[config.mk]
export PLATFORM = sky130hd
export DESIGN_NAME = sacl_lookup
export DESIGN_NICKNAME = d
export VERILOG_FILES = /design/src/hw/rtl/assert_macros.svh /design/src/hw/rtl/sacl_pkg.sv /design/src/hw/rtl/sacl_lookup.sv
export SDC_FILE = /design/constraint.sdc
export NUM_CORES = 1
export LEC_CHECK = 0
export BUFFER_PORTS_ARGS = -buffer_cell sky130_fd_sc_hd__buf_2
export CAP_MARGIN = 20
export CORE_AREA = 2 2 245 247
export DETAILED_ROUTE_END_ITERATION = 10
export DIE_AREA = 0 0 247 249
export SYNTH_ARGS = -nofsm -noshare
export SYNTH_HDL_FRONTEND = slang
export SYNTH_SLANG_ARGS = --single-unit
[constraint.sdc]
create_clock -name vclk -period 14.3
set_clock_uncertainty 0.1 [all_clocks]
set_input_delay 1.43 -clock vclk [all_inputs]
set_output_delay 1.43 -clock vclk [all_outputs]
set_load 0.1 [all_outputs]
[src/hw/rtl/assert_macros.svh]
// Assertion macros shared by the tag store RTL.
// No dependencies; included by files that carry concurrent checks.
`ifndef ASSERT_MACROS_SVH
`define ASSERT_MACROS_SVH
`ifndef SYNTHESIS
`define SACL_ASSERT(name, clk, rst_n, prop, msg) \
    name: assert property (@(posedge clk) disable iff (!rst_n) (prop)) else $error(msg);
`define SACL_ASSERT_ALWAYS(name, clk, prop, msg) \
    name: assert property (@(posedge clk) (prop)) else $error(msg);
`else
`define SACL_ASSERT(name, clk, rst_n, prop, msg)
`define SACL_ASSERT_ALWAYS(name, clk, prop, msg)
`endif
`endif

[src/hw/rtl/sacl_pkg.sv]
// Shared types and constants of the LRU tag store.
// No dependencies; used by sacl_if, sacl_lookup and the top module.
`default_nettype none
package sacl_pkg;

    localparam int ADDR_W    = 32;
    localparam int TAG_W     = 32;
    localparam int CNT_W     = 32;
    localparam int WAY_OUT_W = 3;
    localparam int CFG_W     = 4;
    localparam int CFG_IDX_W = 2;

    localparam int DEF_MAX_WAYS   = 8;
    localparam int DEF_MAX_SETS   = 512;
    localparam int DEF_ADDR_WIDTH = 32;

    // register indexes
    localparam logic [CFG_IDX_W-1:0] REG_OFFSET_BITS = 2'd0;
    localparam logic [CFG_IDX_W-1:0] REG_INDEX_BITS  = 2'd1;
    localparam logic [CFG_IDX_W-1:0] REG_WAYS_IN_USE = 2'd2;

    localparam logic [CFG_W-1:0] RST_OFFSET_BITS = 4'd6;
    localparam logic [CFG_W-1:0] RST_INDEX_BITS  = 4'd4;
    localparam logic [CFG_W-1:0] RST_WAYS_IN_USE = 4'd8;

    typedef struct packed {
        logic [CFG_W-1:0] offset_bits;
        logic [CFG_W-1:0] index_bits;
        logic [CFG_W-1:0] ways_in_use;
    } cfg_t;

    typedef struct packed {
        logic hit;
        logic evicted;
    } lk_flags_t;

endpackage
`default_nettype wire

[src/hw/rtl/sacl_lookup.sv]
// Tag compare, victim choice and recency update for one set row.
// Depends on sacl_pkg (cfg_t, lk_flags_t, TAG_W).
`default_nettype none
module sacl_lookup #(
    parameter int MAX_WAYS = 8
) (
    input  sacl_pkg::cfg_t                    cfg,
    input  logic [sacl_pkg::TAG_W-1:0]        tag,
    input  logic [MAX_WAYS*(1 + ((MAX_WAYS > 1) ? $clog2(MAX_WAYS) : 1)
                            + sacl_pkg::TAG_W)-1:0] row_in,
    output sacl_pkg::lk_flags_t               flags,
    output logic [((MAX_WAYS > 1) ? $clog2(MAX_WAYS) : 1)-1:0] way,
    output logic [MAX_WAYS*(1 + ((MAX_WAYS > 1) ? $clog2(MAX_WAYS) : 1)
                            + sacl_pkg::TAG_W)-1:0] row_out
);

    localparam int WAY_W   = (MAX_WAYS > 1) ? $clog2(MAX_WAYS) : 1;
    localparam int TAG_W   = sacl_pkg::TAG_W;
    localparam int ENTRY_W = 1 + WAY_W + TAG_W;

    logic [4:0]          nways;
    logic [WAY_W-1:0]    last_rank;
    logic [MAX_WAYS-1:0] act;
    logic [MAX_WAYS-1:0] vld;
    logic [MAX_WAYS-1:0] match;
    logic [MAX_WAYS-1:0] inval;
    logic [MAX_WAYS-1:0] oldest;
    logic [MAX_WAYS-1:0] age;
    logic [WAY_W-1:0]    rank_a [MAX_WAYS];
    logic [TAG_W-1:0]    tag_a  [MAX_WAYS];
    logic [WAY_W-1:0]    hit_way;
    logic [WAY_W-1:0]    inv_way;
    logic [WAY_W-1:0]    lru_way;
    logic [WAY_W-1:0]    old_rank;
    logic                hit;
    logic                found;
    logic                was_valid;

    // zero ways acts as one, too many as the built number
    always_comb
    begin
        if (cfg.ways_in_use == '0)
        begin
            nways = 5'd1;
        end
        else if ({1'b0, cfg.ways_in_use} > 5'(MAX_WAYS))
        begin
            nways = 5'(MAX_WAYS);
        end
        else
        begin
            nways = {1'b0, cfg.ways_in_use};
        end
        last_rank = WAY_W'(nways - 5'd1);
    end

    always_comb
    begin
        for (int i = 0; i < MAX_WAYS; i++)
        begin
            tag_a[i]  = row_in[i*ENTRY_W +: TAG_W];
            rank_a[i] = row_in[i*ENTRY_W + TAG_W +: WAY_W];
            vld[i]    = row_in[i*ENTRY_W + ENTRY_W - 1];
            act[i]    = 5'(i) < nways;
            match[i]  = act[i] & vld[i] & (tag_a[i] == tag);
            inval[i]  = act[i] & ~vld[i];
            // full set: ranks are 0..n-1, so the oldest holds n-1
            oldest[i] = act[i] & vld[i] & (rank_a[i] == last_rank);
        end
    end

    // lowest-numbered way wins in each encoder
    always_comb
    begin
        hit_way = '0;
        inv_way = '0;
        lru_way = '0;
        for (int i = MAX_WAYS - 1; i >= 0; i--)
        begin
            if (match[i])
            begin
                hit_way = WAY_W'(i);
            end
            if (inval[i])
            begin
                inv_way = WAY_W'(i);
            end
            if (oldest[i])
            begin
                lru_way = WAY_W'(i);
            end
        end
    end

    always_comb
    begin
        hit       = |match;
        found     = |inval;
        was_valid = hit | ~found;
        if (hit)
        begin
            way = hit_way;
        end
        else if (found)
        begin
            way = inv_way;
        end
        else
        begin
            way = lru_way;
        end
        old_rank      = rank_a[way];
        flags.hit     = hit;
        flags.evicted = ~hit & ~found;
    end

    // touched way becomes rank 0; younger valid ways age by one
    always_comb
    begin
        for (int i = 0; i < MAX_WAYS; i++)
        begin
            age[i] = (WAY_W'(i) != way) && vld[i] && act[i]
                     && (!was_valid || (rank_a[i] < old_rank));
            if (WAY_W'(i) == way)
            begin
                row_out[i*ENTRY_W +: ENTRY_W] = {1'b1, {WAY_W{1'b0}}, tag};
            end
            else if (age[i])
            begin
                row_out[i*ENTRY_W +: ENTRY_W] = {vld[i], rank_a[i] + WAY_W'(1), tag_a[i]};
            end
            else
            begin
                row_out[i*ENTRY_W +: ENTRY_W] = {vld[i], rank_a[i], tag_a[i]};
            end
        end
    end

endmodule
`default_nettype wire

**Yosys cells after proc, flatten, opt, wreduce, memory -nomap -nowiden**

Index checks and enable logic that the tools add are counted.

- Register bits: 0
- Input bits: 332
- Output and inout bits: 293
- Word-level logic and storage cells: 187

- Add/subtract/negate cells: 9
- Order comparisons: 18
- Eq/ne operators: 30
- Muxes and demuxes: 47
- Bitwise logic cells: 45
- Reductions and logical operators: 38

Operators by type and width:

| kind | count |
|---|---|
| $mux 36 | 8 |
| $mux 35 | 8 |
| $eq 32x32->1 | 8 |
| $mux 3 | 28 |
| $and 1x1->1 | 33 |
| $add 3x1->3 const B | 8 |
| $eq 3x3->1 | 8 |
| $logic_and 1x1->1 | 24 |
| $lt 3x3->1 | 8 |
| $lt 3x4->1 const A | 4 |
| $reduce_or 8->1 | 2 |
| $eq 3x3->1 const A | 4 |
| $ne 3x3->1 const A | 4 |
| $not 1->1 | 10 |
| $bmux 3 s3 | 1 |
| $logic_or 1x1->1 | 8 |
| $lt 1x4->1 const A | 2 |
| $lt 2x4->1 const A | 2 |
| $mux 4 | 2 |
| $eq 2x3->1 const A | 2 |
| $ne 2x3->1 const A | 2 |
| $ge 4x4->1 const B | 1 |
| $gt 4x4->1 const B | 1 |
| $logic_not 4->1 | 1 |
| other kinds (8) | 8 |

**Longest topological paths before layout**

- Word-level depth: 25
- Mapped depth: 26
- Mapped depth without buffers: 23

**Worst setup path before layout**

No wires, ideal clock.

- Path type: input-to-output
- From: input cfg[3] in the netlist's numbering
- To: output row_out[142] in the netlist's numbering
- Arrival: 8.076 ns
- Data required time: 12.770 ns
- Setup slack: 4.694 ns
- Cell stages on the path: 24
- Buffers on the path: 5
- Path through: buf_6 -> buf_2 -> buf_2 -> nor2b_1 -> inv_1 -> ha_1 -> ha_1 -> buf_2 -> xor2_1 -> nor4_1 -> nor3_1 -> or4b_1 -> a211o_1 -> a21o_1 -> inv_1 -> buf_2 -> a311oi_1 -> a31oi_1 -> ha_1 -> or2_2 -> a21oi_1 -> a21oi_1 -> or3_1 -> a21oi_1

RTL lines:

| item | line | text |
|---|---|---|
| start, declared | sacl_lookup.sv:7 | `input sacl_pkg::cfg_t cfg,` |
| end, declared | sacl_lookup.sv:14 | `+ sacl_pkg::TAG_W)-1:0] row_out` |

==> impl_metrics.csv <==
group,metric,value,unit
run_status,status,"finished, final reports clean",
clocking,cts-resized-gates,0,
final_layout,layout_commonest_cell,"buf_2",
timing,rsz0062_at_grt,"no",
timing,period_minus_slack,9.45,ns
route,ant_nets,0,
worst_setup_path,end_kind,"output port",
timing,tightestPinTransition,1.05,ns
synth,synth_nets,1467,
timing,slew_violations,0,
hold_path,hold_class,"in2out",
final_layout,regArea,0,sq um
global_route,grt.overflow.total,0,
worst_setup_path,required,12.77,ns
final_layout,fill_cells,6705,
final_layout,fin_nets,2002,
die,die_h,249,um
synth,yosysWarnings,0,
synth,syn_area,8880,sq um
timing,relSlewSlack,29.1,%
synth,netlist.area_leader.share,32.5,%
route,wl_per_cell,27.3,um
synth,synth_cells,1116,
die,dieArea,61500,sq um
placement,numPortBuffers,617,
die,coreArea,58700,sq um
timing,hold_viol_final,0,
synth,yosys.area.top_type,"mux2_2",
route,drc,0,
synth,synth_area_per_cell,7.96,sq um
placement,gp_congestion,0.925,
final_layout,nClkBuffers,0,
placement,place_inst,2420,
worst_setup_path,critPathKind,"in2out",
die,ioPinCount,625,
final_layout,syn_to_final_growth,43.1,%
global_route,grtUsageTotal,20.3,%
global_route,antenna_found_initial,16,
route,via_per_inst,4.81,
timing,setup-tns-final,0,ns
placement,dp_hpwl,54900,um
worst_setup_path,start_kind,"primary input",
worst_setup_path,worstPathMaxFanout,17,
final_layout,seq_cells,0,
final_layout,drive_gt1_share,56.4,%
clocking,hold_buffers,0,
synth,synth_cell_types,69,
synth,netlist_top_cells_area,"mux2_2 32%, xor2_1 20%, xnor2_1 8.0%, nor4_1 4.8%, nand4_1 3.2%",
flow_run,max_cap_viol_count,0,
global_route,grt_pass1_vias,11312,
timing,post-route-period-util,66.1,%
global_route,grt_max_degree,37,
timing,max_freq,0.106,GHz
die,die_w,247,um
route,vias,11698,
route,dr.pass1.iters,5,
final_layout,fin_cells,2432,
die,num_rows,89,
global_route,grt_pass1_wl,88300,um
synth,yosysSeqAreaShare,0,%
timing,finalSetupViolCount,0,
worst_setup_path,arrival,7.92,ns
final_layout,final_cell_mix,"617 x buf_2, 256 x mux2_2, 200 x xor2_1",
route,finalWirelength,66400,um
route,drt_iter0_drc,967,
die,start_util,15.1,%
clocking,cts_setup_buffers,0,
layer usage:
metal	share of wire, %	GRT usage (%)	vias up
li1	-	-	5167
met1	42	27.1	5660
met2	45	33.4	732
met3	8.3	2.96	127
met4	3.8	6.54	12
met5	0.11	0	-
synth_stat cells (5+ instances only):
cell,count
xnor2_1,81
nand3_1,22
nand4_1,45
mux2i_1,9
a21oi_1,19
inv_1,18
clkbuf_1,55
and2_1,6
a32oi_1,7
xor2_1,200
o22ai_1,10
mux2_2,256
and4_1,7
o21ai_0,28
or3_1,16
nand3b_1,6
or4_1,5
nor4_1,68
nand4b_1,5
nand2_1,31
nand2b_1,5
buf_2,47
nor2_1,47
ha_1,19
a31oi_1,6
nor3_1,13
or2_2,8
worst paths after layout:
kind	cells after the start	start	endpoint	slack, ns
worst max-delay path	25	cfg[2]	row_out[286]	4.85
worst min-delay path	4	row_in[215]	row_out[215]	3.29
critical path, stage by stage:
cell and delay (ns):
buf_2 0.15, o21bai_2 0.36, nor2b_1 0.23, inv_1 0.06, ha_1 0.28, ha_1 0.27
nor3b_1 0.65, nand4_1 0.16, nor4_1 0.46, a41oi_1 0.11, o21a_1 0.35, nand2_1 0.66
inv_1 0.24, nand2_1 0.12, and3_1 0.15, a311oi_1 0.05, a31oi_1 0.19, buf_4 0.22
ha_1 0.24, or2_2 0.27, a21oi_1 0.15, a21oi_1 0.11, or3_1 0.33, a21oi_1 0.19
buf_2 0.48
logic make-up after synthesis:
logic type	share of synthesized area, %
simple gates	20.6
xor+xnor	27.7
buf+inv	6.37
fa+ha+maj	2.68
compound gates	9.20
mux	33.5
final cells by class:
class                           count  area [sq um]  share of cell area (%)
Antenna cell                       10          25.0                   0.197
Tap cell                          773           967                    7.61
Inverter                           19          71.3                   0.561
Timing Repair Buffer              640          3290                    25.9
Multi-Input combinational cell    990          8360                    65.8
stage by stage:
step / hold slack, ns / worst slack (ns) / area [sq um] / util (%)
6_report: 3.29 / 4.85 / 12700 / 21.7
3_3_place_gp: 3.28 / 4.60 / 12600 / 21.5
4_1_cts: 3.28 / 4.62 / 12600 / 21.5
3_5_place_dp: 3.28 / 4.64 / 12600 / 21.5
2_1_floorplan: 3.18 / 4.69 / 8880 / -
5_1_grt: 3.30 / 4.23 / 12700 / 21.6
